[src/design/ibfr_pkg.sv]
// Shared types and constants for the i-bus frame receiver.
// Used by the controller, the datapath and the top level; depends on nothing.
package ibfr_pkg;

	localparam int FRAME_BYTES = 32;
	localparam int POS_W       = $clog2(FRAME_BYTES);
	localparam logic [POS_W-1:0] LAST_POS  = POS_W'(FRAME_BYTES - 1);
	localparam logic [POS_W-1:0] CHECK_END = POS_W'(30);
	localparam logic [POS_W-1:0] CSUM_LO   = POS_W'(30);
	localparam logic [POS_W-1:0] CSUM_HI   = POS_W'(31);
	localparam logic [POS_W-1:0] CHAN_BASE = POS_W'(2);

	localparam logic [15:0] CSUM_INIT  = 16'hFFFF;
	localparam logic [15:0] GAP_RESET  = 16'd3000;
	localparam logic [7:0]  SYNC_RESET = 8'h20;

	typedef enum logic [1:0] {
		CMD_BYTE = 2'd0,
		CMD_POLL = 2'd1,
		CMD_READ = 2'd2,
		CMD_NONE = 2'd3
	} cmd_t;

	typedef enum logic {
		CFG_GAP  = 1'b0,
		CFG_SYNC = 1'b1
	} cfg_idx_t;

	// Commands from the controller to the datapath.
	typedef struct packed {
		logic capture;
		logic do_byte;
		logic poll_start;
		logic sum_issue;
		logic check;
		logic chan_start;
		logic chan_issue;
		logic load_out;
	} ibfr_ctl_t;

	// Status from the datapath to the controller.
	typedef struct packed {
		cmd_t cmd;
		logic frame_done;
		logic sum_last;
		logic chan_last;
		logic csum_ok;
		logic out_free;
	} ibfr_stat_t;

endpackage

[src/design/ibfr_ram.sv]
// Generic single-clock RAM with one write port and one registered read port.
// Stand-alone; no package needed.
module ibfr_ram #(
	parameter int WIDTH = 8,
	parameter int DEPTH = 32
) (
	input  logic                     clk,
	input  logic                     we,
	input  logic [$clog2(DEPTH)-1:0] waddr,
	input  logic [WIDTH-1:0]         wdata,
	input  logic [$clog2(DEPTH)-1:0] raddr,
	output logic [WIDTH-1:0]         rdata
);

	logic [WIDTH-1:0] mem_q [DEPTH];

	always_ff @(posedge clk) begin
		if (we) begin
			mem_q[waddr] <= wdata;
		end
		rdata <= mem_q[raddr];
	end

endmodule

[src/design/ibfr_ctrl.sv]
// Controller state machine of the i-bus frame receiver.
// Depends on ibfr_pkg for the command and status structs.
module ibfr_ctrl import ibfr_pkg::*; (
	input  logic       clk,
	input  logic       arst_n,
	input  logic       s_tvalid,
	output logic       s_tready,
	input  ibfr_stat_t stat,
	output ibfr_ctl_t  ctl
);

	typedef enum logic [7:0] {
		ST_IDLE   = 8'b0000_0001,
		ST_EXEC   = 8'b0000_0010,
		ST_SUM    = 8'b0000_0100,
		ST_DRAIN  = 8'b0000_1000,
		ST_CHECK  = 8'b0001_0000,
		ST_CHAN   = 8'b0010_0000,
		ST_CDRAIN = 8'b0100_0000,
		ST_DONE   = 8'b1000_0000
	} state_t;

	state_t state_q, state_d;

	assign s_tready = (state_q == ST_IDLE);

	always_comb begin
		state_d = state_q;
		ctl     = '0;
		unique case (state_q)
			ST_IDLE: begin
				if (s_tvalid) begin
					ctl.capture = 1'b1;
					state_d     = ST_EXEC;
				end
			end
			ST_EXEC: begin
				unique case (stat.cmd)
					CMD_BYTE: begin
						ctl.do_byte = 1'b1;
						state_d     = ST_DONE;
					end
					CMD_POLL: begin
						// A poll with no finished frame reports pending at once.
						if (stat.frame_done) begin
							ctl.poll_start = 1'b1;
							state_d        = ST_SUM;
						end else begin
							state_d = ST_DONE;
						end
					end
					default: state_d = ST_DONE;
				endcase
			end
			ST_SUM: begin
				ctl.sum_issue = 1'b1;
				if (stat.sum_last) begin
					state_d = ST_DRAIN;
				end
			end
			ST_DRAIN: state_d = ST_CHECK;
			ST_CHECK: begin
				ctl.check = 1'b1;
				if (stat.csum_ok) begin
					ctl.chan_start = 1'b1;
					state_d        = ST_CHAN;
				end else begin
					state_d = ST_DONE;
				end
			end
			ST_CHAN: begin
				ctl.chan_issue = 1'b1;
				if (stat.chan_last) begin
					state_d = ST_CDRAIN;
				end
			end
			ST_CDRAIN: state_d = ST_DONE;
			ST_DONE: begin
				if (stat.out_free) begin
					ctl.load_out = 1'b1;
					state_d      = ST_IDLE;
				end
			end
			default: state_d = ST_IDLE;
		endcase
	end

	always_ff @(posedge clk or negedge arst_n) begin
		if (!arst_n) begin
			state_q <= ST_IDLE;
		end else begin
			state_q <= state_d;
		end
	end

endmodule

[src/design/ibfr_datapath.sv]
// Datapath of the i-bus frame receiver: input and output registers, frame
// position, checksum sweep and channel store. Depends on ibfr_pkg and ibfr_ram.
module ibfr_datapath import ibfr_pkg::*; #(
	parameter int NUM_CHANNELS = 8
) (
	input  logic        clk,
	input  logic        arst_n,
	input  logic [47:0] s_tdata,
	input  logic [1:0]  s_tuser,
	input  logic        cfg_valid,
	input  logic        cfg_index,
	input  logic [15:0] cfg_data,
	output logic        m_tvalid,
	input  logic        m_tready,
	output logic [23:0] m_tdata,
	input  ibfr_ctl_t   ctl,
	output ibfr_stat_t  stat
);

	localparam int CS_W = (NUM_CHANNELS > 1) ? $clog2(NUM_CHANNELS) : 1;
	localparam logic [POS_W-1:0] CHAN_LAST = POS_W'(2 * NUM_CHANNELS + 1);

	// Configuration registers.
	logic [15:0] gap_q;
	logic [7:0]  sync_q;

	// Captured input item.
	cmd_t        cmd_q;
	logic [7:0]  byte_q;
	logic [31:0] time_q;
	logic [2:0]  chan_q;

	// Frame state.
	logic [POS_W-1:0] pos_q;
	logic [31:0]      last_time_q;
	logic             frame_done_q;
	logic [15:0]      store_q [NUM_CHANNELS];

	// Sweep state.
	logic [POS_W-1:0] idx_q;
	logic [POS_W-1:0] rd_idx_s1;
	logic             rd_sum_s1;
	logic             rd_chan_s1;
	logic [15:0]      expect_q;
	logic [15:0]      got_q;
	logic [7:0]       lo_q;
	logic             ok_q;

	logic [23:0]      out_q;
	logic             out_valid_q;

	// Byte reception.
	logic [31:0]      gap;
	logic [POS_W-1:0] pos_eff;
	logic             take;
	logic             ram_we;
	logic [7:0]       rdata;

	logic [POS_W-1:0] chan_off;
	logic [CS_W-1:0]  wr_ch;
	logic [4:0]       rd_ch_ext;
	logic             rd_in_range;
	logic [15:0]      ch_value;
	logic             status_bit;

	assign gap     = time_q - last_time_q;
	assign pos_eff = (gap > {16'b0, gap_q}) ? '0 : pos_q;
	assign take    = !((pos_eff == '0) && (byte_q != sync_q));
	assign ram_we  = ctl.do_byte && take;

	ibfr_ram #(
		.WIDTH(8),
		.DEPTH(FRAME_BYTES)
	) u_frame_ram (
		.clk  (clk),
		.we   (ram_we),
		.waddr(pos_eff),
		.wdata(byte_q),
		.raddr(idx_q),
		.rdata(rdata)
	);

	assign chan_off    = rd_idx_s1 - CHAN_BASE;
	assign wr_ch       = chan_off[CS_W:1];
	assign rd_ch_ext   = {2'b0, chan_q};
	assign rd_in_range = rd_ch_ext < 5'(NUM_CHANNELS);
	assign ch_value    = (cmd_q == CMD_READ && rd_in_range) ? store_q[rd_ch_ext[CS_W-1:0]]
		: 16'd0;
	assign status_bit  = (cmd_q == CMD_POLL) && ok_q;

	assign stat.cmd        = cmd_q;
	assign stat.frame_done = frame_done_q;
	assign stat.sum_last   = (idx_q == LAST_POS);
	assign stat.chan_last  = (idx_q == CHAN_LAST);
	assign stat.csum_ok    = (expect_q == got_q);
	assign stat.out_free   = !out_valid_q || m_tready;

	assign m_tvalid = out_valid_q;
	assign m_tdata  = out_q;

	always_ff @(posedge clk or negedge arst_n) begin
		if (!arst_n) begin
			gap_q <= GAP_RESET;
			sync_q <= SYNC_RESET;
		end else if (cfg_valid) begin
			unique case (cfg_idx_t'(cfg_index))
				CFG_GAP:  gap_q <= cfg_data;
				CFG_SYNC: sync_q <= cfg_data[7:0];
				default: ;
			endcase
		end
	end

	// Input item and sweep payload registers.
	always_ff @(posedge clk) begin
		if (ctl.capture) begin
			cmd_q  <= cmd_t'(s_tuser);
			byte_q <= s_tdata[7:0];
			time_q <= s_tdata[39:8];
			chan_q <= s_tdata[42:40];
		end
		if (ctl.poll_start) begin
			expect_q <= CSUM_INIT;
		end else if (rd_sum_s1) begin
			if (rd_idx_s1 < CHECK_END) begin
				expect_q <= expect_q - {8'b0, rdata};
			end else if (rd_idx_s1 == CSUM_LO) begin
				got_q[7:0] <= rdata;
			end else if (rd_idx_s1 == CSUM_HI) begin
				got_q[15:8] <= rdata;
			end
		end
		if (rd_chan_s1 && !rd_idx_s1[0]) begin
			lo_q <= rdata;
		end
		if (ctl.load_out) begin
			out_q <= {7'b0, ch_value, status_bit};
		end
	end

	always_ff @(posedge clk or negedge arst_n) begin
		if (!arst_n) begin
			pos_q        <= '0;
			last_time_q  <= '0;
			frame_done_q <= 1'b0;
			idx_q        <= '0;
			rd_idx_s1    <= '0;
			rd_sum_s1    <= 1'b0;
			rd_chan_s1   <= 1'b0;
			ok_q         <= 1'b0;
			out_valid_q  <= 1'b0;
			for (int i = 0; i < NUM_CHANNELS; i++) begin
				store_q[i] <= '0;
			end
		end else begin
			if (ctl.do_byte) begin
				last_time_q <= time_q;
				if (!take) begin
					pos_q <= pos_eff;
				end else if (pos_eff == LAST_POS) begin
					pos_q        <= LAST_POS;
					frame_done_q <= 1'b1;
				end else begin
					pos_q <= pos_eff + POS_W'(1);
				end
			end
			if (ctl.poll_start) begin
				frame_done_q <= 1'b0;
				idx_q        <= '0;
			end else if (ctl.chan_start) begin
				idx_q <= CHAN_BASE;
			end else if (ctl.sum_issue || ctl.chan_issue) begin
				idx_q <= idx_q + POS_W'(1);
			end
			rd_idx_s1  <= idx_q;
			rd_sum_s1  <= ctl.sum_issue;
			rd_chan_s1 <= ctl.chan_issue;
			if (ctl.capture) begin
				ok_q <= 1'b0;
			end else if (ctl.check) begin
				ok_q <= stat.csum_ok;
			end
			// The high byte of each channel completes the little-endian word.
			if (rd_chan_s1 && rd_idx_s1[0]) begin
				store_q[wr_ch] <= {rdata, lo_q};
			end
			if (ctl.load_out) begin
				out_valid_q <= 1'b1;
			end else if (m_tready) begin
				out_valid_q <= 1'b0;
			end
		end
	end

	a_no_write_in_sweep: assert property (@(posedge clk) disable iff (!arst_n)
		ctl.do_byte |-> !rd_sum_s1 && !rd_chan_s1)
		else $error("frame buffer written during a read sweep");

	a_check_after_sweep: assert property (@(posedge clk) disable iff (!arst_n)
		ctl.check |-> $past(rd_sum_s1 && (rd_idx_s1 == CSUM_HI)))
		else $error("checksum compared before the sweep reached the last byte");

	a_load_when_free: assert property (@(posedge clk) disable iff (!arst_n)
		ctl.load_out |-> (!out_valid_q || m_tready))
		else $error("result overwrote an untaken result");

	a_poll_clears_done: assert property (@(posedge clk) disable iff (!arst_n)
		ctl.poll_start |=> !frame_done_q)
		else $error("poll left the done flag set");

endmodule

[src/design/ibus_frame_receiver_core.sv]
// Flow: a byte, channel read or idle poll gives its result through the output
// register; a poll of a finished frame first sweeps the frame RAM read port one
// byte a cycle for the checksum and, on a good checksum, then sweeps the channel
// bytes. One item is in work at a time; the next is taken as soon as the result
// sits in the output register. Reset clears control state, the channel store and
// the configuration; the frame RAM is not cleared.
module ibus_frame_receiver_core import ibfr_pkg::*; #(
	parameter int NUM_CHANNELS = 8
) (
	input  logic        clk,
	input  logic        arst_n,
	input  logic        s_tvalid,
	output logic        s_tready,
	input  logic [47:0] s_tdata,   // rx_byte[7:0], time_us[39:8], channel[42:40]
	input  logic [1:0]  s_tuser,   // cmd[1:0]
	output logic        m_tvalid,
	input  logic        m_tready,
	output logic [23:0] m_tdata,   // frame_status[0], channel_value[16:1]
	input  logic        cfg_valid,
	output logic        cfg_ready,
	input  logic        cfg_index,
	input  logic [15:0] cfg_data
);

	ibfr_ctl_t  ctl;
	ibfr_stat_t stat;

	assign cfg_ready = 1'b1;

	ibfr_ctrl u_ctrl (
		.clk     (clk),
		.arst_n  (arst_n),
		.s_tvalid(s_tvalid),
		.s_tready(s_tready),
		.stat    (stat),
		.ctl     (ctl)
	);

	ibfr_datapath #(
		.NUM_CHANNELS(NUM_CHANNELS)
	) u_datapath (
		.clk      (clk),
		.arst_n   (arst_n),
		.s_tdata  (s_tdata),
		.s_tuser  (s_tuser),
		.cfg_valid(cfg_valid),
		.cfg_index(cfg_index),
		.cfg_data (cfg_data),
		.m_tvalid (m_tvalid),
		.m_tready (m_tready),
		.m_tdata  (m_tdata),
		.ctl      (ctl),
		.stat     (stat)
	);

endmodule

[config.mk]
export PLATFORM = sky130hd
export DESIGN_NAME = ibus_frame_receiver_core
export DESIGN_NICKNAME = d
export VERILOG_FILES = /design/src/design/ibfr_pkg.sv /design/src/design/ibfr_ram.sv /design/src/design/ibfr_ctrl.sv /design/src/design/ibfr_datapath.sv /design/src/design/ibus_frame_receiver_core.sv
export SDC_FILE = /design/constraint.sdc
export NUM_CORES = 1
export LEC_CHECK = 0
export BUFFER_PORTS_ARGS = -buffer_cell sky130_fd_sc_hd__buf_2
export CAP_MARGIN = 20
export CORE_UTILIZATION = 62
export CTS_CLUSTER_SIZE = 8
export DETAILED_ROUTE_END_ITERATION = 10
export GPL_TIMING_DRIVEN = 0
export PLACE_DENSITY = 0.77
export SLEW_MARGIN = 20
export SYNTH_ARGS = -nofsm -noshare
export SYNTH_HDL_FRONTEND = slang
export SYNTH_SLANG_ARGS = --single-unit
[constraint.sdc]
create_clock -name clk -period 6 [get_ports clk]
set_clock_uncertainty 0.05 [all_clocks]
set_input_delay 1.2 -clock clk [delete_from_list [all_inputs] [get_ports clk]]
set_output_delay 1.2 -clock clk [all_outputs]
set_load 0.02 [all_outputs]
==> run_results.csv, run 1 <==
group,metric,value,unit
synth,muxShareOfSynthArea,0.1634,
synth,synth.avg_cell_area,14.67,sq um
floorplan,die-area,42250,sq um
route,ant_nets,0,
placed_design,dp_slack,-0.2954,ns
synth,synth_edf_count,342,
route,remaining_drc_errors,0,
layout,multiInputGateArea,9240,sq um
synth,yosys.area_share.xor_xnor,0.01943,
clock_tree,cts_buffers,82,
grt,grt_pass1_vias,16110,
critical_path,r2r_cells,22,
sta,worst_pin_slew,0.9884,ns
synth,synth_compound_area_frac,0.06068,
layout,nets,2087,
clock_tree,clk_path_buf_depth,3,
critical_path,slowest_delay,0.49,ns
synth,synth_area_leaders,"edfxtp_1, dfrtp_1, mux4_2",
synth,synth_top_family_by_area,"multiplexers",
sta,fmax,170.9,MHz
job,drv_cap,0,
floorplan,coreArea,40830,sq um
sta,fin_crit,5.850,ns
pwr,ir_drop,0.0003170,V
grt,grt_pass1_wl,93170,um
sta,rsz0062_at_grt,"true",
critical_path,worst-r2r-setup-slack,0.15,ns
layout,regArea,16070,sq um
sta,holdWs,0.3407,ns
clock_tree,clock_sinks,578,
grt,antenna_found_initial,0,
run_status,status,"completed",
min_path,min_path_type,"input port to async pin",
critical_path,crit_chain,"ha_1, fa_1, and2b_1, o2111ai_2, a2111o_1, and2_1, xnor2_2, ha_1, a21oi_1, nand2_1, a21oi_1, o211a_1, o221ai_1, a21oi_1, nand4_1, and4bb_4, buf_6, nand2_1, inv_1, ha_1, nand2b_1, nor2_2",
synth,synth_top_cell_by_area,"edfxtp_1",
synth,synthFlopType,"edfxtp_1",
critical_path,crit_family,"simple AND/OR/NAND/NOR gates",
synth,netlist_area,25690,sq um
synth,synth_seq_area_share,0.6254,
sta,finalWorstSetupSlack,0.1496,ns
route,vias,15990,
floorplan,rows,74,
layout,fin_util,0.7297,
layout,n_antenna_cell,0,
sta,slew-limit-headroom,0.3410,
synth,netlist.area_leader.share,0.3997,
clock_tree,cts.clk_slew.worst_paths,0.05,ns
pwr,p_per_area,381.1,nW/um^2
synth,synthAdderAreaFrac,0.03273,
sta,slew_violations,0,
route,drt-wirelength-per-cell,24.11,um
sta,setup_tns,0,ns
route,drt_wl_total,61220,um
critical_path,crit_path_end,"u_datapath.u_frame_ram.mem_q[6][1]",
layout,drive_gt1_frac,0.2681,
layout,areaGrowthSynthToFinish,15.98,%
synth,yosysMostFrequentCell,"edfxtp_1",
critical_path,critPathBufInv,2,
critical_path,cp-start-kind,"flop",
clock_tree,cts_root_buf,"clkbuf_16",
floorplan,start_util,0.6292,
sta,period_share,0.9751,
placed_design,hpwl,38140,um
grt,grt_max_degree,102,
floorplan,io_pins,99,
critical_path,worst_setup_path_end_kind,"flop",
clock_tree,clock_latency,0.62,ns
critical_path,startpoint,"u_datapath.last_time_q[0]",
critical_path,worstPathArrival,6.05,ns
synth,synth.distinct_cells,86,
synth,syn-instance-count,1751,
route,vias_per_cell,6.298,
synth,ys_ff_latch,578,
synth,yosys.area_share.simple,0.07266,
critical_path,critPathKind,"flop to flop",
critical_path,slowest_stage,"nor2_2",
clock_tree,cts_tree,"built",
synth,ys_warn_count,0,
critical_path,reg2reg_from,"u_datapath.last_time_q[0]",
placed_design,gp_congestion,0.8913,
sta,setup_viol,0,
synth,synth_common_cells,"edfxtp_1, dfrtp_1, nand2_1",
floorplan,die_y,205.6,um
clock_tree,hold_buffers,0,
placed_design,port_buffers,85,
sta,final-hold-violation-count,0,
route,drt_iter0_markers,1581,
layout,fill_cells,2542,
critical_path,worstPathMaxFanout,10,
pwr,finalPower,11.36,mW
grt,grt_usage,0.2972,
critical_path,cp.depth,22,
clock_tree,h-tree-depth,3,
grt,overflow,0,
route,dr.pass1.iters,5,
critical_path,required,6.20,ns
pwr,p_leak,11.67,nW
synth,async_reset_ff_frac,0.3668,
floorplan,fp.dieW,205.6,um
critical_path,worstReg2RegEnd,"u_datapath.u_frame_ram.mem_q[6][1]",
## repair_timing
action	CTS	global route
endpoints found under the hold margin	0	0
gates resized for setup	25	37
pin swaps	1	8
setup endpoints to repair	158	261
setup buffers	1	8
cloned	0	1
## flip-flops by register name, indices dropped and copies added, names as in the netlist, 16 cells and up
name	cells
u_datapath.store_q	128
u_datapath.time_q	32
u_datapath.got_q	16
u_datapath.u_frame_ram.mem_q	256
u_datapath.gap_q	16
u_datapath.last_time_q	32
u_datapath.expect_q	16
u_datapath.m_tdata	17
## final cells by class
| cell class | count | area share |
|---|---|---|
| plain buffers | 77 | 0.01121 |
| clock buffers | 133 | 0.07529 |
| clock inverters | 9 | 0.004115 |
| inverters | 85 | 0.01071 |
| multi-input cells | 1018 | 0.3101 |
| flip-flops and latches | 578 | 0.5392 |
| well taps | 532 | 0.02234 |
| repair buffers | 107 | 0.02700 |
## through the flow
step	cells	area [sq um]
5_1_grt	2539	29800
2_1_floorplan	1757	25710
4_1_cts	2521	29380
3_3_place_gp	2374	26800
6_report	2539	29800
3_5_place_dp	2378	26920
## worst register-to-register path, stage by stage, from the launching register on
cell       delay [ns]
dfrtp_1          0.38
ha_1             0.22
fa_1             0.39
and2b_1          0.25
o2111ai_2        0.21
a2111o_1         0.45
and2_1           0.19
xnor2_2          0.23
ha_1             0.31
a21oi_1          0.13
nand2_1          0.07
a21oi_1          0.22
o211a_1          0.21
o221ai_1         0.17
a21oi_1          0.15
nand4_1          0.10
and4bb_4         0.42
buf_6            0.19
nand2_1          0.12
inv_1            0.11
ha_1             0.22
nand2b_1         0.22
nor2_2           0.49
## worst min-delay path by stage
| stage | endpoint | slack (ns) | depth (start not counted) |
|---|---|---|---|
| 2_1_floorplan | u_datapath.rd_idx_s1[3] | 0.32 | 0 |
| 3_3_place_gp | u_datapath.rd_idx_s1[2] | 0.33 | 0 |
| 3_5_place_dp | u_datapath.rd_idx_s1[2] | 0.34 | 0 |
| 4_1_cts | u_datapath.rd_sum_s1 | 0.32 | 1 |
| 5_1_grt | u_datapath.rd_sum_s1 | 0.33 | 1 |
| 6_report | u_datapath.rd_sum_s1 | 0.34 | 1 |
## where the power goes
| group | switching (mW) | total, mW | internal [mW] |
|---|---|---|---|
| registers | 0.139 | 4.66 | 4.52 |
| logic | 1.51 | 2.43 | 0.916 |
| clock network | 1.71 | 4.26 | 2.55 |
| total | 3.36 | 11.4 | 7.99 |
## cells by family after synthesis
group	after synthesis
flip-flops	578
AND/OR/NAND/NOR	371
multiplexers	263
AO/OA/AOI/OAI	252
buffers and inverters	162
adder cells (fa/ha/maj)	66
XOR/XNOR	57
other	2
## per-layer routing
layer / track usage / up-vias / part of all wire
li1: - / 7000 / -
met1: 0.3906 / 8131 / 0.39
met2: 0.4974 / 706 / 0.51
met3: 0.05385 / 153 / 0.068
met4: 0.1093 / 0 / 0.035
met5: 0 / - / 0
## cell usage in the layout (no fill, tap or decap), types with 24 or more instances in the layout
cell type  count
mux2_2       132
inv_1         85
mux4_2       112
ha_1          63
clkbuf_16     82
nor2_1        62
edfxtp_1     342
xnor2_1       33
o21ai_0      105
nand2_1      134
a21oi_1       61
buf_2         88
dfrtp_1      203
dfxtp_1       24
clkbuf_1      99
No activity file was read; power rests on OpenSTA's default activity.
==> run 2: changes to the inputs <==
Settings changed: CORE_ASPECT_RATIO set to 0.5, REMOVE_ABC_BUFFERS set to 1, SETUP_SLACK_MARGIN set to 0.2.
==> run_results.csv, run 2 (synthesis results as in run 1) <==
group,metric,value,unit
clock_tree,h-tree-depth,3,
run_status,status,"completed",
route,drt-wirelength-per-cell,24.29,um
floorplan,die_y,145.9,um
route,drt_wl_total,60530,um
layout,final_cell_mix,"edfxtp_1, dfrtp_1, nand2_1",
clock_tree,clk_path_buf_depth,3,
pwr,p_int,8.042,mW
critical_path,crit_chain,"ha_1, fa_1, and2b_1, o2111ai_2, a2111o_1, and2_1, xnor2_1, ha_1, nand4_1, nor4_1, o221ai_1, a21oi_1, nand4_1, and4bb_4, nand2_1, inv_1, ha_1, nand2b_1, nor2_2",
critical_path,cp-start-kind,"flop",
layout,final_common_cell,"edfxtp_1",
sta,fin_crit,5.745,ns
pwr,seqPwrFrac,0.413,
clock_tree,cts_root_buf,"clkbuf_16",
layout,nets,2023,
pwr,p_leak,11.58,nW
grt,antenna_found_initial,1,
layout,drive_gt1_frac,0.2751,
clock_tree,cts_tree,"built",
placed_design,hpwl,35580,um
route,ant_nets,0,
route,remaining_drc_errors,0,
placed_design,placed_cells,2326,
pwr,pwr-share-clk,0.384,
clock_tree,clock_latency,0.61,ns
pwr,pwr-share-comb,0.203,
sta,slew-limit-headroom,0.2198,
critical_path,slowest_stage,"a2111o_1",
route,vias,15730,
layout,areaGrowthSynthToFinish,15.37,%
min_path,min_path_type,"flop to flop",
clock_tree,cts.clk_slew.worst_paths,0.05,ns
pwr,ir_drop,0.0002682,V
layout,largest_reg_flops,256,
floorplan,io_pins,99,
route,dr.pass1.iters,6,
critical_path,critPathKind,"flop to flop",
sta,worst_pin_slew,1.170,ns
grt,grt_usage,0.2851,
critical_path,slowest_delay,0.53,ns
layout,reg_top3,"u_datapath.u_frame_ram.mem_q: 256 flops, u_datapath.store_q: 128 flops",
layout,largest_register,"u_datapath.u_frame_ram.mem_q",
grt,grt_max_degree,76,
clock_tree,cts_buffers,82,
pwr,finalPower,11.38,mW
job,drv_cap,0,
critical_path,worst_setup_path_end_kind,"flop",
sta,slew_violations,0,
clock_tree,clock_sinks,578,
critical_path,worstPathArrival,5.93,ns
pwr,p_per_area,383.9,nW/um^2
layout,n_antenna_cell,0,
sta,holdWs,0.4327,ns
critical_path,worstPathMaxFanout,8,
floorplan,coreArea,40660,sq um
floorplan,die-area,42310,sq um
sta,fmax,174.1,MHz
grt,grt_pass1_vias,16250,
critical_path,crit_family,"simple AND/OR/NAND/NOR gates",
sta,setup_viol,0,
placed_design,port_buffers,85,
grt,grt_pass1_wl,92260,um
pwr,power.share.switching,0.2933,
critical_path,cp_common_cell,"ha_1",
critical_path,critPathBufInv,1,
route,drt_iter0_markers,1468,
layout,fin_cells,2492,
floorplan,start_util,0.6318,
placed_design,gp_congestion,0.8806,
floorplan,rows,52,
route,vias_per_cell,6.312,
sta,rsz0062_at_grt,"true",
sta,period_share,0.9575,
sta,final-hold-violation-count,0,
floorplan,fp.dieW,289.9,um
grt,overflow,0,
pwr,p_sw,3.337,mW
critical_path,required,6.18,ns
[run 2: cell types whose count changed in the layout (fill, tap and decap cells not counted), moves of 3 or more]
cell	change
buf_2	-4
and4_2	+4
and4_4	-4
buf_8	+5
buf_1	-14
dfrtp_1	-3
clkbuf_1	-37
[run 2: metal layers]
layer  vias to the layer above  global-route usage  share of wire
li1                       6868                   -              -
met4                         2             0.08005          0.026
met2                       673              0.4835           0.50
met1                      8059              0.3800           0.41
met3                       127             0.05635          0.063
met5                         -                   0        0.00023
[run 2: final timing paths]
check,start,end,slack [ns],cells past startpoint
worst max-delay path,u_datapath.last_time_q[0],u_datapath.u_frame_ram.mem_q[19][6],0.26,19
worst min-delay path,u_datapath.store_q[73],u_datapath.store_q[73],0.43,2
worst max register to register,u_datapath.last_time_q[0],u_datapath.u_frame_ram.mem_q[19][6],0.26,19
worst min register to register,u_datapath.store_q[73],u_datapath.store_q[73],0.43,2
max in group asynchronous,arst_n,u_datapath.gap_q[9],4.20,3
min in group asynchronous,arst_n,u_datapath.store_q[38],0.49,1
[run 2: per-stage QoR]
stage               worst slack [ns]  TNS [ns]  utilization  cell area [sq um]
floorplan                    -0.1421    -15.78            -              25380
global placement              -2.644   -675.96       0.6512              26480
detailed placement           -0.1863    -1.963       0.6612              26890
CTS                           0.2400         0       0.7214              29330
global route                0.001959         0       0.7289              29640
finish                        0.2550         0       0.7289              29640
[run 2: repair_timing]
action / 4_1_cts / 5_1_grt
setup endpoints to repair: 242 / 244
buffers inserted: 2 / 8
endpoints found under the hold margin: 0 / 0
resized for setup: 9 / 32
hold buffers: 0 / 0
pin swaps: 1 / 6
gates cloned: 0 / 0
[run 2: final cells by class]
cell class / instances / area [sq um]
Multi-Input combinational cell: 1017 / 9218
Fill cell: 2409 / 11020
Tap cell: 540 / 675.6
Sequential cell: 578 / 16080
Timing Repair Buffer: 121 / 943.4
Clock buffer: 146 / 2335
Clock inverter: 5 / 73.82
Inverter: 85 / 319.1
[run 2: power groups by stage]
stage	clock network (mW)	logic [mW]	registers, mW
2_1_floorplan	0	1.62	4.75
3_3_place_gp	0	2.07	4.83
6_report	4.37	2.31	4.70
5_1_grt	4.58	2.56	4.72
3_5_place_dp	0	2.20	4.81
4_1_cts	4.38	2.23	4.74
[run 2: worst min-delay path, cell delays in order, from the launching register on]
cell and delay [ns]:
dfrtp_1 0.34, nand2_1 0.05, o21ai_0 0.06
==> run 3: changes to the inputs <==
Settings changed: ABC_AREA set to 1.
==> run_results.csv, run 3 <==
group,metric,value,unit
run_status,status,"completed",
clock_tree,cts_buffers,82,
grt,grt_max_degree,97,
floorplan,fp.dieW,294.2,um
placed_design,post_dp_cell_area,27600,sq um
critical_path,worst_setup_path_end_kind,"flop",
clock_tree,clock_latency,0.60,ns
pwr,p_leak,12.92,nW
min_path,min_path_type,"flop to flop",
route,vias_per_cell,5.591,
route,drt-wirelength-per-cell,17.07,um
route,routed.top_layer,"met4",
route,drt_wl_total,59440,um
sta,slew_violations,0,
sta,period_share,0.9327,
sta,worst_pin_slew,1.084,ns
synth,synth.avg_cell_area,9.617,sq um
pwr,p_int,8.116,mW
sta,slew-limit-headroom,0.2718,
route,wl_met1,25010,um
layout,n_antenna_cell,0,
floorplan,io_pins,99,
synth,synthFlopType,"edfxtp_1",
critical_path,critPathBufInv,5,
synth,netlist_area,26470,sq um
floorplan,coreArea,42040,sq um
synth,ys_warn_count,0,
synth,yosysMostFrequentCell,"nand2_1",
route,dr.pass1.iters,5,
placed_design,port_buffers,85,
critical_path,required,6.16,ns
floorplan,start_util,0.6295,
layout,final_common_cell,"nand2_1",
synth,ys_ff_latch,578,
critical_path,critPathKind,"flop to flop",
synth,async_reset_ff_frac,0.3668,
layout,reg_top3,"u_datapath.u_frame_ram.mem_q: 256 flops, u_datapath.store_q: 128 flops",
layout,largest_reg_flops,256,
critical_path,r2r_cells,29,
critical_path,slowest_stage,"nor2_1",
pwr,p_per_area,386.6,nW/um^2
layout,multiInputGateArea,8916,sq um
pwr,seqPwrFrac,0.399,
grt,antenna_found_initial,0,
clock_tree,clk_path_buf_depth,3,
critical_path,worstPathMaxFanout,8,
route,remaining_drc_errors,0,
placed_design,hpwl,37400,um
synth,synth_top_cell_by_area,"edfxtp_1",
clock_tree,cts_root_buf,"clkbuf_16",
synth,netlist.area_leader.share,0.3880,
clock_tree,clock_sinks,578,
floorplan,die_y,148.1,um
pwr,ir_drop,0.0003028,V
route,met2_length,29140,um
critical_path,cp-start-kind,"flop",
grt,grt_usage,0.2771,
route,ant_nets,0,
synth,synth.distinct_cells,52,
critical_path,cp_common_cell,"nand2_1",
grt,grt_pass1_vias,18670,
sta,fin_crit,5.596,ns
critical_path,worstPathArrival,5.76,ns
layout,largest_register,"u_datapath.u_frame_ram.mem_q",
placed_design,placed_cells,3321,
synth,syn-instance-count,2752,
route,vias,19470,
clock_tree,cts.clk_slew.worst_paths,0.05,ns
critical_path,slowest_delay,0.74,ns
synth,synth_area_leaders,"edfxtp_1, dfrtp_1, o21ai_0",
critical_path,cp.depth,29,
floorplan,die-area,43570,sq um
critical_path,crit_family,"simple AND/OR/NAND/NOR gates",
layout,regArea,16070,sq um
sta,final-hold-violation-count,0,
layout,fin_area,30220,sq um
pwr,power.share.switching,0.3053,
sta,holdWs,0.4169,ns
route,drt_iter0_markers,1684,
synth,synth_edf_count,342,
pwr,pwr-share-clk,0.368,
sta,setup_viol,0,
clock_tree,cts_tree,"built",
sta,fmax,178.7,MHz
pwr,p_sw,3.567,mW
sta,setup_tns,0,ns
layout,nets,2974,
grt,grt_pass1_wl,95070,um
layout,final_cell_mix,"nand2_1, o21ai_0, nor2_1",
layout,areaGrowthSynthToFinish,14.18,%
synth,synth_seq_area_share,0.6071,
sta,rsz0062_at_grt,"true",
route,wl_met3,3923,um
grt,overflow,0,
min_path,hold_depth,0,
layout,fin_cells,3482,
placed_design,gp_congestion,0.9134,
job,drv_cap,0,
clock_tree,h-tree-depth,3,
synth,synth_common_cells,"nand2_1, o21ai_0, nor2_1",
layout,fill_cells,3003,
layout,drive_gt1_frac,0.1005,
floorplan,rows,53,
pwr,pwr-share-comb,0.233,
run 3: area by class of cell:
| type | instances | area share |
|---|---|---|
| Clock buffer | 148 | 0.07821 |
| Clock inverter | 5 | 0.002277 |
| Inverter | 297 | 0.03718 |
| Multi-Input combinational cell | 1766 | 0.2950 |
| Sequential cell | 578 | 0.5319 |
| Tap cell | 577 | 0.02389 |
| Timing Repair Buffer | 111 | 0.03147 |
run 3: worst paths after layout:
path,from,endpoint,slack (ns)
max reg2reg,u_datapath.time_q[0],u_datapath.u_frame_ram.mem_q[19][2],0.40
min reg2reg,u_datapath.idx_q[3],u_datapath.rd_idx_s1[3],0.42
min,u_datapath.idx_q[3],u_datapath.rd_idx_s1[3],0.42
min in group asynchronous,arst_n,u_datapath.store_q[2],0.51
max,u_datapath.time_q[0],u_datapath.u_frame_ram.mem_q[19][2],0.40
max in group asynchronous,arst_n,u_datapath.gap_q[8],4.21
run 3: power groups by stage:
stage,logic (mW),clock network [mW],registers (mW)
final,2.72,4.30,4.66
after global routing,3.10,4.55,4.68
after CTS,2.64,4.37,4.71
after detailed placement,2.62,0,4.78
after global placement,2.45,0,4.82
after floorplan,1.91,0,4.75
run 3: kinds of logic after synthesis:
logic type	after synthesis	share of synthesized area
other	2	0.0002838
flip-flops	578	0.6071
buffers and inverters	414	0.05985
AO/OA/AOI/OAI	601	0.1245
adder cells (fa/ha/maj)	66	0.03177
XOR/XNOR	39	0.01291
AND/OR/NAND/NOR	1052	0.1636
run 3: routing by layer:
| layer | vias to the layer above | GRT usage |
|---|---|---|
| li1 | 9447 | - |
| met1 | 9248 | 0.3637 |
| met2 | 654 | 0.4715 |
| met3 | 118 | 0.04946 |
| met4 | 0 | 0.09089 |
| met5 | - | 0 |
run 3: what timing repair did:
action,4_1_cts,5_1_grt
setup endpoints to repair,0,160
gates resized for setup,0,16
hold buffers,0,0
setup buffers,0,0
run 3: worst reg2reg max path, delay by kind of cell (launching register included):
family,cells,cell delay [ns]
AND/OR/NAND/NOR,18,3.00
adder cells (fa/ha/maj),4,1.09
buffers and inverters,5,0.49
flip-flops,1,0.35
AO/OA/AOI/OAI,1,0.11
XOR/XNOR,1,0.09
run 3: per-stage QoR:
| step | total power, mW | utilization | setup WS, ns |
|---|---|---|---|
| after floorplan | 6.655 | - | 0.8292 |
| after global placement | 7.274 | 0.6462 | -2.786 |
| after detailed placement | 7.393 | 0.6565 | 0.5000 |
| after CTS | 11.72 | 0.7144 | 0.4515 |
| after global routing | 12.32 | 0.7188 | 0.07990 |
| final | 11.68 | 0.7188 | 0.4037 |
